===== src/sv/egb_pkg.sv =====
// egb_pkg: shared types, constants and state encoding for the epsilon-greedy
// bandit agent. No dependencies; used by epsilon_greedy_bandit_agent_top.
package egb_pkg;

    localparam int VALUE_W           = 17;
    localparam int CFG_W             = 17;
    localparam int CFG_IDX_W         = 2;
    localparam int ARM_COUNT_DEFAULT = 8;

    localparam logic [VALUE_W-1:0] Q_ONE         = 17'd65536;
    localparam logic [CFG_W-1:0]   EPSILON_RESET = 17'd26214;
    localparam logic [CFG_W-1:0]   ALPHA_RESET   = 17'd32768;

    localparam logic [CFG_IDX_W-1:0] CFG_EPSILON = 2'd0;
    localparam logic [CFG_IDX_W-1:0] CFG_ALPHA   = 2'd1;

    localparam logic CMD_CHOOSE = 1'b0;
    localparam logic CMD_LEARN  = 1'b1;

    typedef struct packed {
        logic        command;
        logic [15:0] explore_draw;
        logic [2:0]  random_arm;
        logic [2:0]  arm;
        logic        reward;
    } in_t;

    typedef struct packed {
        logic [2:0]         chosen_arm;
        logic               explored;
        logic [VALUE_W-1:0] new_value;
    } out_t;

    typedef enum logic [2:0] {
        ST_IDLE,
        ST_READ,
        ST_MUL,
        ST_SCAN,
        ST_DONE
    } state_t;

endpackage


===== src/sv/egb_ram.sv =====
// egb_ram: generic single-write, single-read RAM with registered read data.
// Depends on nothing.
module egb_ram #(
    parameter int WIDTH = 17,
    parameter int DEPTH = 8,
    localparam int AW = (DEPTH > 1) ? $clog2(DEPTH) : 1
) (
    input  logic             aclk,
    input  logic             wr_en,
    input  logic [AW-1:0]    wr_addr,
    input  logic [WIDTH-1:0] wr_data,
    input  logic             rd_en,
    input  logic [AW-1:0]    rd_addr,
    output logic [WIDTH-1:0] rd_data
);

    logic [WIDTH-1:0] mem [DEPTH];

    always_ff @(posedge aclk) begin
        if (wr_en) begin
            mem[wr_addr] <= wr_data;
        end
        if (rd_en) begin
            rd_data <= mem[rd_addr];
        end
    end

endmodule


===== src/sv/epsilon_greedy_bandit_agent_top.sv =====
// epsilon_greedy_bandit_agent_top: value table in egb_ram, explore/exploit choice,
// learning update and output register. Depends on egb_pkg and egb_ram.
//
//   channel   direction  handshake          payload
//   s_        in         s_valid/s_ready    egb_pkg::in_t  (command, draw, arms, reward)
//   m_        out        m_valid/m_ready    egb_pkg::out_t (chosen_arm, explored, value)
//   cfg_      in         cfg_wr_en          cfg_index, cfg_data (epsilon, alpha)
//
// greedy choose scans the table one entry per cycle through the single RAM read
// port. explore reads the picked entry and outputs it; learn goes through read,
// multiply, write back and output. one transaction is in work at a time;
// a new one is taken while the previous result still sits in the output register.
// reset (synchronous) clears per-entry valid bits, so the table reads as zero at once.
module epsilon_greedy_bandit_agent_top #(
    parameter int ARM_COUNT = egb_pkg::ARM_COUNT_DEFAULT
) (
    input  logic                         aclk,
    input  logic                         aresetn,
    input  logic                         s_valid,
    output logic                         s_ready,
    input  egb_pkg::in_t                 s_data,
    output logic                         m_valid,
    input  logic                         m_ready,
    output egb_pkg::out_t                m_data,
    input  logic                         cfg_wr_en,
    input  logic [egb_pkg::CFG_IDX_W-1:0] cfg_index,
    input  logic [egb_pkg::CFG_W-1:0]    cfg_data
);

    localparam int ARM_W = (ARM_COUNT > 1) ? $clog2(ARM_COUNT) : 1;
    localparam logic [6:0] ARM_COUNT_W = 7'(ARM_COUNT);
    localparam int VW = egb_pkg::VALUE_W;

    function automatic logic [ARM_W-1:0] arm_wrap(input logic [2:0] raw);
        logic [6:0] r;
        r = {4'd0, raw};
        for (int k = 0; k < 3; k++) begin
            if (r >= ARM_COUNT_W) begin
                r = r - ARM_COUNT_W;
            end
        end
        return r[ARM_W-1:0];
    endfunction

    egb_pkg::state_t state_reg, state_next;

    logic [egb_pkg::CFG_W-1:0] epsilon_reg;
    logic [egb_pkg::CFG_W-1:0] alpha_reg;
    logic [ARM_COUNT-1:0]      valid_reg;

    logic                  cmd_reg;
    logic                  reward_reg;
    logic                  expl_reg;
    logic [ARM_W-1:0]      pick_reg;
    logic [VW-1:0]         val_reg;
    logic [ARM_W-1:0]      cmp_idx_reg;
    logic                  rd_valid_reg;
    logic signed [35:0]    prod_reg;
    logic                  m_valid_reg;
    egb_pkg::out_t         m_data_reg;

    logic                  accept;
    logic                  explore_hit;
    logic                  scan_last;
    logic                  out_free;
    logic                  rd_en;
    logic [ARM_W-1:0]      rd_addr;
    logic                  ram_we;
    logic [VW-1:0]         ram_rd_data;
    logic [VW-1:0]         eff_val;
    logic [VW-1:0]         alpha_clamp;
    logic signed [17:0]    diff;
    logic signed [36:0]    prod_shift;
    logic signed [36:0]    nv_wide;
    logic [VW-1:0]         nv;
    logic [6:0]            pick_ext;

    egb_ram #(
        .WIDTH (VW),
        .DEPTH (ARM_COUNT)
    ) u_value_ram (
        .aclk    (aclk),
        .wr_en   (ram_we),
        .wr_addr (pick_reg),
        .wr_data (nv),
        .rd_en   (rd_en),
        .rd_addr (rd_addr),
        .rd_data (ram_rd_data)
    );

    assign accept      = s_valid && s_ready;
    assign explore_hit = {1'b0, s_data.explore_draw} < epsilon_reg;
    assign scan_last   = 7'(cmp_idx_reg) == (ARM_COUNT_W - 7'd1);
    assign out_free    = !m_valid_reg || m_ready;
    // entries never written since reset read as zero
    assign eff_val     = rd_valid_reg ? ram_rd_data : '0;

    // learning datapath
    assign alpha_clamp = (alpha_reg > egb_pkg::Q_ONE) ? egb_pkg::Q_ONE : alpha_reg;
    assign diff        = (reward_reg ? 18'sd65536 : 18'sd0) - $signed({1'b0, eff_val});
    assign prod_shift  = 37'(prod_reg >>> 16);
    assign nv_wide     = $signed({20'd0, val_reg}) + prod_shift;

    always_comb begin
        if (nv_wide < 0) begin
            nv = '0;
        end else if (nv_wide > $signed({20'd0, egb_pkg::Q_ONE})) begin
            nv = egb_pkg::Q_ONE;
        end else begin
            nv = nv_wide[VW-1:0];
        end
    end

    // next state
    always_comb begin
        state_next = state_reg;
        unique case (state_reg)
            egb_pkg::ST_IDLE: begin
                if (accept) begin
                    if (s_data.command == egb_pkg::CMD_CHOOSE && !explore_hit) begin
                        state_next = egb_pkg::ST_SCAN;
                    end else begin
                        state_next = egb_pkg::ST_READ;
                    end
                end
            end
            egb_pkg::ST_READ: begin
                state_next = (cmd_reg == egb_pkg::CMD_LEARN) ? egb_pkg::ST_MUL
                                                            : egb_pkg::ST_DONE;
            end
            egb_pkg::ST_MUL: begin
                state_next = egb_pkg::ST_DONE;
            end
            egb_pkg::ST_SCAN: begin
                if (scan_last) begin
                    state_next = egb_pkg::ST_DONE;
                end
            end
            egb_pkg::ST_DONE: begin
                if (out_free) begin
                    state_next = egb_pkg::ST_IDLE;
                end
            end
            default: state_next = egb_pkg::ST_IDLE;
        endcase
    end

    // control outputs
    always_comb begin
        s_ready = 1'b0;
        rd_en   = 1'b0;
        rd_addr = '0;
        ram_we  = 1'b0;
        unique case (state_reg)
            egb_pkg::ST_IDLE: begin
                s_ready = 1'b1;
                rd_en   = s_valid;
                if (s_data.command == egb_pkg::CMD_LEARN) begin
                    rd_addr = arm_wrap(s_data.arm);
                end else if (explore_hit) begin
                    rd_addr = arm_wrap(s_data.random_arm);
                end
            end
            egb_pkg::ST_SCAN: begin
                rd_en   = !scan_last;
                rd_addr = scan_last ? '0 : cmp_idx_reg + 1'b1;
            end
            egb_pkg::ST_MUL: begin
                ram_we = 1'b1;
            end
            default: begin
            end
        endcase
    end

    // control registers
    always_ff @(posedge aclk) begin
        if (!aresetn) begin
            state_reg   <= egb_pkg::ST_IDLE;
            epsilon_reg <= egb_pkg::EPSILON_RESET;
            alpha_reg   <= egb_pkg::ALPHA_RESET;
            valid_reg   <= '0;
            m_valid_reg <= 1'b0;
        end else begin
            state_reg <= state_next;
            if (cfg_wr_en) begin
                unique case (cfg_index)
                    egb_pkg::CFG_EPSILON: epsilon_reg <= cfg_data;
                    egb_pkg::CFG_ALPHA:   alpha_reg   <= cfg_data;
                    default: begin
                    end
                endcase
            end
            if (ram_we) begin
                valid_reg[pick_reg] <= 1'b1;
            end
            if (state_reg == egb_pkg::ST_DONE && out_free) begin
                m_valid_reg <= 1'b1;
            end else if (m_ready) begin
                m_valid_reg <= 1'b0;
            end
        end
    end

    // datapath registers
    always_ff @(posedge aclk) begin
        if (rd_en) begin
            rd_valid_reg <= valid_reg[rd_addr];
        end
        case (state_reg)
            egb_pkg::ST_IDLE: begin
                if (accept) begin
                    cmd_reg     <= s_data.command;
                    reward_reg  <= s_data.reward;
                    cmp_idx_reg <= '0;
                    val_reg     <= '0;
                    if (s_data.command == egb_pkg::CMD_LEARN) begin
                        pick_reg <= arm_wrap(s_data.arm);
                        expl_reg <= 1'b0;
                    end else if (explore_hit) begin
                        pick_reg <= arm_wrap(s_data.random_arm);
                        expl_reg <= 1'b1;
                    end else begin
                        pick_reg <= '0;
                        expl_reg <= 1'b0;
                    end
                end
            end
            egb_pkg::ST_READ: begin
                val_reg  <= eff_val;
                prod_reg <= $signed({1'b0, alpha_clamp}) * diff;
            end
            egb_pkg::ST_MUL: begin
                val_reg <= nv;
            end
            egb_pkg::ST_SCAN: begin
                // strict compare keeps the lowest index on ties
                if (eff_val > val_reg) begin
                    val_reg  <= eff_val;
                    pick_reg <= cmp_idx_reg;
                end
                cmp_idx_reg <= cmp_idx_reg + 1'b1;
            end
            egb_pkg::ST_DONE: begin
                if (out_free) begin
                    m_data_reg.chosen_arm <= pick_ext[2:0];
                    m_data_reg.explored   <= expl_reg;
                    m_data_reg.new_value  <= val_reg;
                end
            end
            default: begin
            end
        endcase
    end

    assign pick_ext = 7'(pick_reg);
    assign m_valid  = m_valid_reg;
    assign m_data   = m_data_reg;

    a_learn_marks_valid: assert property (@(posedge aclk) disable iff (!aresetn)
        (state_reg == egb_pkg::ST_MUL) |=> valid_reg[$past(pick_reg)])
        else $error("learned entry not marked valid");

    a_pick_in_range: assert property (@(posedge aclk) disable iff (!aresetn)
        (state_reg != egb_pkg::ST_IDLE) |-> (7'(pick_reg) < ARM_COUNT_W))
        else $error("arm index outside table");

    a_value_bounded: assert property (@(posedge aclk) disable iff (!aresetn)
        m_valid_reg |-> (m_data_reg.new_value <= egb_pkg::Q_ONE))
        else $error("result value above one");

    a_result_from_done: assert property (@(posedge aclk) disable iff (!aresetn)
        $rose(m_valid_reg) |-> $past(state_reg == egb_pkg::ST_DONE))
        else $error("result loaded outside done state");

endmodule

===== config.mk =====
export PLATFORM = sky130hd
export DESIGN_NAME = epsilon_greedy_bandit_agent_top
export DESIGN_NICKNAME = d
export VERILOG_FILES = /design/src/sv/egb_pkg.sv /design/src/sv/egb_ram.sv /design/src/sv/epsilon_greedy_bandit_agent_top.sv
export SDC_FILE = /design/constraint.sdc
export NUM_CORES = 1
export LEC_CHECK = 0
export BUFFER_PORTS_ARGS = -buffer_cell sky130_fd_sc_hd__buf_2
export CORE_ASPECT_RATIO = 0.75
export CORE_MARGIN = 2
export CORE_UTILIZATION = 40
export DETAILED_ROUTE_END_ITERATION = 10
export SLEW_MARGIN = 20
export SYNTH_ARGS = -nofsm -noshare
export SYNTH_HDL_FRONTEND = slang
export SYNTH_HIERARCHICAL = 1
export SYNTH_SLANG_ARGS = --single-unit

===== constraint.sdc =====
create_clock -name aclk -period 10.5 [get_ports aclk]
set_input_delay 3.15 -clock aclk [delete_from_list [all_inputs] [get_ports aclk]]
set_output_delay 3.15 -clock aclk [all_outputs]
set_load 0.02 [all_outputs]

==> results of run 1 <==
-- worst paths after layout --
path           startpoint            to  slack (ns)  cells past startpoint
min reg2reg      expl_reg    m_data[17]        0.45                      0
min              expl_reg    m_data[17]        0.45                      0
max          rd_valid_reg  prod_reg[30]        1.44                     28
max reg2reg  rd_valid_reg  prod_reg[30]        1.44                     28
-- cell type report --
type                    instances  area, sq um  share of cell area
clock inverters                11          141             0.00575
inverters                     357         1340              0.0545
multi-input cells            1409        13200               0.537
well taps                     731          915              0.0372
clock buffers                  41          813              0.0331
repair buffers                106          621              0.0252
flip-flops and latches        267         7560               0.307
-- power groups by stage --
stage | Sequential [uW] | Clock, uW | Combinational (uW)
finish | 1390 | 1030 | 2620
global route | 1400 | 1090 | 2940
CTS | 1400 | 1050 | 2610
detailed placement | 1420 | 0 | 2570
global placement | 1420 | 0 | 2540
floorplan | 1390 | 0 | 1910
-- layout by cell type, fill, tap and decap left out, drive strengths merged, types with 4 or more instances in the layout --
cell,instances
nand2b,9
a21o,20
o21ai,27
nand4,10
buf,106
edfxtp,221
xor2,15
a211oi,10
nor2b,22
mux2,17
mux4,34
a221oi,6
inv,357
clkbuf,41
dfxtp,46
nor4,6
o31ai,11
a31oi,9
ha,177
nor3,18
and3,14
a2111oi,5
nand2,319
xnor2,36
o21bai,9
a21oi,45
nand3,18
o21a,8
o211ai,10
a21boi,29
o32ai,9
clkinv,6
nor3b,6
o22ai,4
fa,240
and2,43
nor2,175
-- worst max-delay path, delay by kind of cell, from the launching register on --
| family | cells | cell delay (ns) |
|---|---|---|
| adder cells (fa/ha/maj) | 8 | 3.61 |
| XOR/XNOR | 2 | 0.94 |
| AO/OA/AOI/OAI | 3 | 0.91 |
| buffers and inverters | 7 | 0.85 |
| AND/OR/NAND/NOR | 8 | 2.18 |
| flip-flops | 1 | 0.32 |
-- metrics by stage --
step | power, uW | hold WS, ns | area [sq um] | worst slack, ns
2_1_floorplan | 3300 | 0.400 | 22400 | 2.72
3_3_place_gp | 3950 | 0.423 | 23600 | 1.72
3_5_place_dp | 3990 | 0.412 | 23600 | 1.61
4_1_cts | 5050 | 0.451 | 24600 | 1.58
5_1_grt | 5430 | 0.468 | 24600 | 1.07
6_report | 5040 | 0.450 | 24600 | 1.44
-- routing by layer --
metal / up-vias / global-route usage
li1: 7088 / -
met1: 7816 / 0.308
met2: 600 / 0.306
met3: 81 / 0.0404
met4: 0 / 0.0362
met5: - / 0
-- kinds of logic after synthesis --
group	Yosys count	share of synthesized area
and+or+nand+nor	660	0.130
buffers and inverters	436	0.0753
adders and majority gates	417	0.313
DFF	267	0.337
AOI/OAI and AO/OA	228	0.0761
muxes	53	0.0476
xor gates and xnor gates	51	0.0203
==> flow_metrics.tcl, run 1 <==
set metrics [dict create \
    status "finished clean" \
    synth_top_area_cell "edfxtp_1" \
    core_sq_um 55600 \
    slew_headroom 0.263 \
    final_antenna_net_count 0 \
    drt_iter0_drc 1323 \
    fin_util 0.442 \
    grt_pass1_wl_um 91600 \
    cts_made_buffers 30 \
    tritoncts "built" \
    post-route-min-period_ns 9.06 \
    clock-sinks 267 \
    synth_edf_count 221 \
    nNetsFinal 2636 \
    hold_viol_final 0 \
    top_layer "met4" \
    synth_area_leaders "edfxtp_1 30%, fa_1 21%, ha_1 9.9%" \
    drc 0 \
    fin_skew_ns 0.0111 \
    diodes 0 \
    syn_inst 2112 \
    end_kind "flip-flop" \
    port_buffers 70 \
    antenna_found_initial 0 \
    ir_worst_vdd_uv 181 \
    grt_util_all_layers 0.204 \
    largest_reg_flops 136 \
    switching_share 0.415 \
    pwr-share-comb 0.519 \
    seqPwrFrac 0.277 \
    power_switching_uw 2100 \
    cp.required_ns 10.80 \
    areaGrowthSynthToFinish_pct 9.76 \
    cts_resized 0 \
    ys.flop_type "edfxtp_1" \
    yosysTopAreaCellShare 0.296 \
    setup_tns_ns 0 \
    post-cts-setup-buffer-count 0 \
    wire_per_inst_um 19.9 \
    crit_path_top_delay_cell "xor2_1" \
    grt_max_degree 47 \
    rows 75 \
    die-area_sq_um 57900 \
    power_leakage_uw 0.0108 \
    syn_avg_cell_area_sq_um 10.6 \
    globalplace.congestion 0.902 \
    clk_latency_ns 0.56 \
    synth.net_count 2577 \
    async_flop_share 0 \
    tightest_slew_ns 1.11 \
    boundaryPins 71 \
    path_clk_slew_ns 0.06 \
    worstPathArrival_ns 9.36 \
    grt-ovfl-total 0 \
    stdcell_count 2922 \
    grt_pass1_vias 16100 \
    ys_types 91 \
    wl_um 58100 \
    ys_seq_area_frac 0.337 \
    die_h_um 209 \
    htree_levels 1 \
    wl_met3_um 4790 \
    wl_met1_um 27200 \
    ys_ff_latch 267 \
    fp.dieW_um 277 \
    root_buffer "clkbuf_16" \
    synth_warnings 6 \
    yosysMostFrequentCell "inv_1" \
    worstPathMaxFanout 32 \
    p_per_area_nw_per_um2 205 \
    ys_top_cells_by_count "356 x inv_1, 318 x nand2_1, 240 x fa_1" \
    final.period_utilization 0.863 \
    crit_type "flip-flop to flip-flop" \
    slowest_delay_ns 0.85 \
    p_int_uw 2950 \
    maxCapViolations 0 \
    dp_cells 2870 \
    setup-violations-final 0 \
    cp-start-kind "flip-flop" \
    initial_utilization 0.403 \
    vias 15600 \
    clock_power_share 0.205 \
    hpwl_um 44900 \
    fillers 5267 \
    first_pass_iters 6 \
    synth_area_sq_um 22400 \
    hold_path_class "flip-flop to flip-flop" \
    dr_wl_met2_um 25100 \
    ctsHoldBuffers 0 \
    drive_gt1_frac 0.0963 \
    rsz0062_at_grt "false" \
    drv_slew 0 \
    viasPerCell 5.33 \
    fmax_ghz 0.110 \
    clk_path_buf_depth 3 \
]
Power figures use the tool's default switching activity.
==> run 2, diff against run 1 <==
==> constraint.sdc (replaced) <==
create_clock -name aclk -period 10.5 [get_ports aclk]
set_input_delay 0.525 -clock aclk [delete_from_list [all_inputs] [get_ports aclk]]
set_output_delay 0.525 -clock aclk [all_outputs]
set_load 0.02 [all_outputs]
==> run 2 against run 1 <==
Against the previous run:
- setup slack got worse by 0.17 ns
- via count fell by 0.64%
- first-iteration DRC count fell by 14%
- sequential power barely moved
- die area did not move
- largest power group unchanged
==> flow_metrics.tcl, run 2 (synthesis gave the netlist of run 1 again) <==
set metrics [dict create \
    status "finished clean" \
    fin_skew_ns 0.0191 \
    slowest_delay_ns 0.91 \
    p_per_area_nw_per_um2 205 \
    hold_viol_final 0 \
    worstPathMaxFanout 32 \
    worst_slack_ns 1.27 \
    cts_made_buffers 28 \
    rows 75 \
    wl_um 57900 \
    final.period_utilization 0.879 \
    drc 0 \
    die-area_sq_um 57900 \
    regToRegStartpoint "rd_valid_reg" \
    hold_path_class "primary input to flip-flop" \
    tritoncts "built" \
    core_sq_um 55600 \
    clk_path_buf_depth 3 \
    clock-sinks 267 \
    clk_latency_ns 0.56 \
    htree_levels 1 \
    ir_worst_vdd_uv 171 \
    holdCritStartpoint "s_data[0]" \
    layout_common_cells "355 x inv_1, 318 x nand2_1, 240 x fa_1, 221 x edfxtp_1, 177 x ha_1" \
    multiInputGateArea_sq_um 13200 \
    setup_tns_ns 0 \
    grt_pass1_wl_um 91700 \
    maxCapViolations 0 \
    grt-ovfl-total 0 \
    drive_gt1_frac 0.0990 \
    fmax_ghz 0.108 \
    crit_path_top_delay_cell "xor2_1" \
    fin_hold_ws_ns 0.160 \
    hpwl_um 44900 \
    layout_commonest_cell "inv_1" \
    cp.required_ns 10.79 \
    rsz0062_at_grt "false" \
    drv_slew 0 \
    seqCellArea_sq_um 7560 \
    diodes 0 \
    nNetsFinal 2634 \
    grt_max_degree 47 \
    wire_per_inst_um 19.8 \
    ctsHoldBuffers 0 \
    first_pass_iters 6 \
    setup.worst_path.start "rd_valid_reg" \
    cts_resized 0 \
    power_leakage_uw 0.0108 \
    final_antenna_net_count 0 \
    antenna_found_initial 1 \
    boundaryPins 71 \
    post-cts-setup-buffer-count 0 \
    worstPathArrival_ns 9.52 \
    end_kind "flip-flop" \
    grt_pass1_vias 16000 \
    cp-start-kind "flip-flop" \
    path_clk_slew_ns 0.06 \
    fp.dieW_um 277 \
    root_buffer "clkbuf_16" \
    slew_headroom 0.223 \
    largest_reg_flops 136 \
    setup-violations-final 0 \
    initial_utilization 0.403 \
    r2r.worst_path.cells 28 \
    hold_depth 1 \
    drt_iter0_drc 1139 \
    areaGrowthSynthToFinish_pct 9.76 \
    globalplace.congestion 0.899 \
    total_power_uw 5040 \
    place_ws_ns 1.56 \
    port_buffers 70 \
    crit_type "flip-flop to flip-flop" \
    grt_util_all_layers 0.203 \
    die_h_um 209 \
    tightest_slew_ns 1.16 \
    vias 15500 \
    fillers 5221 \
    viasPerCell 5.30 \
    post-route-min-period_ns 9.23 \
]
==> run 2: cell count changes in the layout (fill, tap and decap cells not counted), sizes merged <==
| cell | previous run | this run |
|---|---|---|
| bufinv | 3 | 4 |
| clkbuf | 41 | 33 |
| clkinv | 6 | 11 |
| clkinvlp | 2 | 4 |
==> run 2: path summary, 6_finish.rpt <==
path,end,slack (ns)
min reg2reg,m_data[17],0.45
min,reward_reg,0.16
max,prod_reg[30],1.27
max reg2reg,prod_reg[30],1.27
==> run 2: per-stage QoR <==
stage	std cells	area, sq um	utilization
3_5_place_dp	2870	23600	0.425
2_1_floorplan	2112	22400	-
3_3_place_gp	2870	23600	0.424
4_1_cts	2922	24600	0.442
5_1_grt	2922	24600	0.442
6_report	2922	24600	0.442
==> run 2: area by class of cell <==
cell class | instances | area share
sequential | 267 | 0.307
inverter | 357 | 0.0545
clock buffer | 33 | 0.0301
timing repair buffer | 106 | 0.0252
clock inverter | 19 | 0.00870
tap | 731 | 0.0372
multi-input combinational | 1409 | 0.537
==> run 2: report_power, final <==
part,switching (uW),internal (uW)
Combinational,1620,1000
Clock,421,605
Sequential,60.8,1330
==> run 2: worst max-delay path: cells and delay by family, from the launching register on <==
family / cells / cell delay [ns]
adders and majority gates: 8 / 3.61
xor gates and xnor gates: 2 / 1.00
DFF: 1 / 0.32
AOI/OAI and AO/OA: 3 / 0.91
buffers and inverters: 7 / 0.85
and+or+nand+nor: 8 / 2.24
==> run 2: layer usage <==
layer,vias up,GRT usage,routed length [um]
li1,7077,-,-
met1,7758,0.310,27300
met2,568,0.305,25300
met3,81,0.0326,4300
met4,2,0.0371,995
met5,-,0,14
==> run 3, diff against run 2 <==
- BUFFER_PORTS_ARGS: -buffer_cell sky130_fd_sc_hd__buf_2 -> -buffer_cell sky130_fd_sc_hd__buf_4
==> run 3 against run 2 <==
Against the previous run:
- die area is the same
- fmax grew 1.8%
- critical path depth is the same
- wire length shrank 1.5%
- register-to-register slack gained 0.16 ns
- setup slack gained 0.16 ns
- critical path type unchanged
- critical endpoint unchanged
==> flow_metrics.tcl, run 3 (synthesis gave the netlist of run 1 again) <==
set metrics [dict create \
    status "finished clean" \
    vias 15500 \
    areaGrowthSynthToFinish_pct 10.4 \
    end_kind "flip-flop" \
    tightest_slew_ns 1.16 \
    setup.worst_path.start "rd_valid_reg" \
    clock_power_share 0.197 \
    drc 0 \
    clk_latency_ns 0.55 \
    crit_path_top_delay_cell "xor2_1" \
    wire_per_inst_um 19.5 \
    ir_worst_vdd_uv 137 \
    viasPerCell 5.29 \
    stdcell_count 2923 \
    initial_utilization 0.403 \
    fin_util 0.445 \
    grt-ovfl-total 0 \
    cp-start-kind "flip-flop" \
    wl_um 57000 \
    post-cts-setup-buffer-count 0 \
    drive_gt1_frac 0.0999 \
    crit_type "flip-flop to flip-flop" \
    largest_reg_flops 136 \
    timing.rr.end "prod_reg[30]" \
    cts_made_buffers 29 \
    post-route-min-period_ns 9.07 \
    die-area_sq_um 57900 \
    final_antenna_net_count 0 \
    dp_cells 2870 \
    power_switching_uw 2110 \
    diodes 0 \
    grt_pass1_wl_um 90000 \
    hold_viol_final 0 \
    die_h_um 209 \
    clk_path_buf_depth 3 \
    grt_util_all_layers 0.199 \
    ctsHoldBuffers 0 \
    worstPathArrival_ns 9.36 \
    seqCellArea_sq_um 7560 \
    layout_commonest_cell "inv_1" \
    first_pass_iters 6 \
    setup-violations-final 0 \
    clock-sinks 267 \
    fp.dieW_um 277 \
    power_leakage_uw 0.0108 \
    fillers 5220 \
    switching_share 0.421 \
    p_int_uw 2900 \
    crit_family "adder cells" \
    seqPwrFrac 0.278 \
    slew_headroom 0.222 \
    nNetsFinal 2635 \
    multiInputGateArea_sq_um 13200 \
    holdCritStartpoint "s_data[0]" \
    setup_tns_ns 0 \
    final.period_utilization 0.864 \
    path_depth 28 \
    r2r_slack_ns 1.43 \
    root_buffer "clkbuf_16" \
    path_clk_slew_ns 0.07 \
    tritoncts "built" \
    r2r.worst_path.cells 28 \
    grt_pass1_vias 16000 \
    cp-endpoint "prod_reg[30]" \
    antenna_found_initial 1 \
    drv_slew 0 \
    slowest_delay_ns 0.91 \
    p_per_area_nw_per_um2 203 \
    rsz0062_at_grt "false" \
    worstPathMaxFanout 32 \
    regToRegStartpoint "rd_valid_reg" \
    hpwl_um 44500 \
    hold_path_class "primary input to flip-flop" \
    port_buffers 70 \
    drt_iter0_drc 1261 \
    core_sq_um 55600 \
    maxCapViolations 0 \
    grt_max_degree 47 \
    layout_common_cells "355 x inv_1, 318 x nand2_1, 240 x fa_1, 221 x edfxtp_1, 177 x ha_1" \
    rows 75 \
    crit_buf_inv 7 \
    htree_levels 1 \
    fin_skew_ns 0.0123 \
    boundaryPins 71 \
    cp.required_ns 10.79 \
    globalplace.congestion 0.923 \
    fmax_ghz 0.110 \
    pwr-share-comb 0.525 \
    cts_resized 0 \
]
-- run 3: power groups by stage --
stage / sequential (uW) / clock (uW) / combinational [uW]
global placement: 1420 / 0 / 2550
CTS: 1400 / 1010 / 2630
detailed placement: 1420 / 0 / 2600
global route: 1400 / 1050 / 2950
finish: 1390 / 985 / 2630
floorplan: 1390 / 0 / 1910
-- run 3: how the worst min path moves through the flow --
| stage | end | slack, ns | cells past startpoint |
|---|---|---|---|
| 2_1_floorplan | m_data[17] | 0.40 | 0 |
| 3_3_place_gp | m_data[17] | 0.42 | 0 |
| 3_5_place_dp | m_data[17] | 0.41 | 0 |
| 4_1_cts | reward_reg | 0.14 | 1 |
| 5_1_grt | reward_reg | 0.14 | 1 |
| 6_report | reward_reg | 0.16 | 1 |
-- run 3: per-stage QoR --
step,cell area [sq um],setup WS (ns),hold slack (ns),total power (uW)
floorplan,22400,2.72,0.400,3300
global placement,23800,1.63,0.424,3970
detailed placement,23800,1.46,0.407,4020
CTS,24700,1.45,0.139,5030
global route,24700,1.02,0.140,5400
finish,24700,1.43,0.161,5010
-- run 3: metal layers --
metal / vias to the layer above / wire [um] / track usage
li1: 7093 / - / -
met1: 7730 / 27100 / 0.301
met2: 560 / 24600 / 0.301
met3: 67 / 4430 / 0.0364
met4: 0 / 960 / 0.0364
met5: - / 0 / 0
-- run 3: worst register-to-register path, delay by kind of cell, from the launching register on --
| kind | cells | cell delay (ns) |
|---|---|---|
| AOI/OAI and AO/OA | 3 | 0.86 |
| xor gates and xnor gates | 2 | 1.00 |
| adders and majority gates | 8 | 3.63 |
| buffers and inverters | 7 | 0.85 |
| DFF | 1 | 0.32 |
| and+or+nand+nor | 8 | 2.16 |
-- run 3: layout make-up --
type | instances | area share
multi-input combinational | 1409 | 0.534
sequential | 267 | 0.305
inverter | 357 | 0.0542
tap | 731 | 0.0370
timing repair buffer | 106 | 0.0322
clock buffer | 31 | 0.0296
clock inverter | 22 | 0.00764
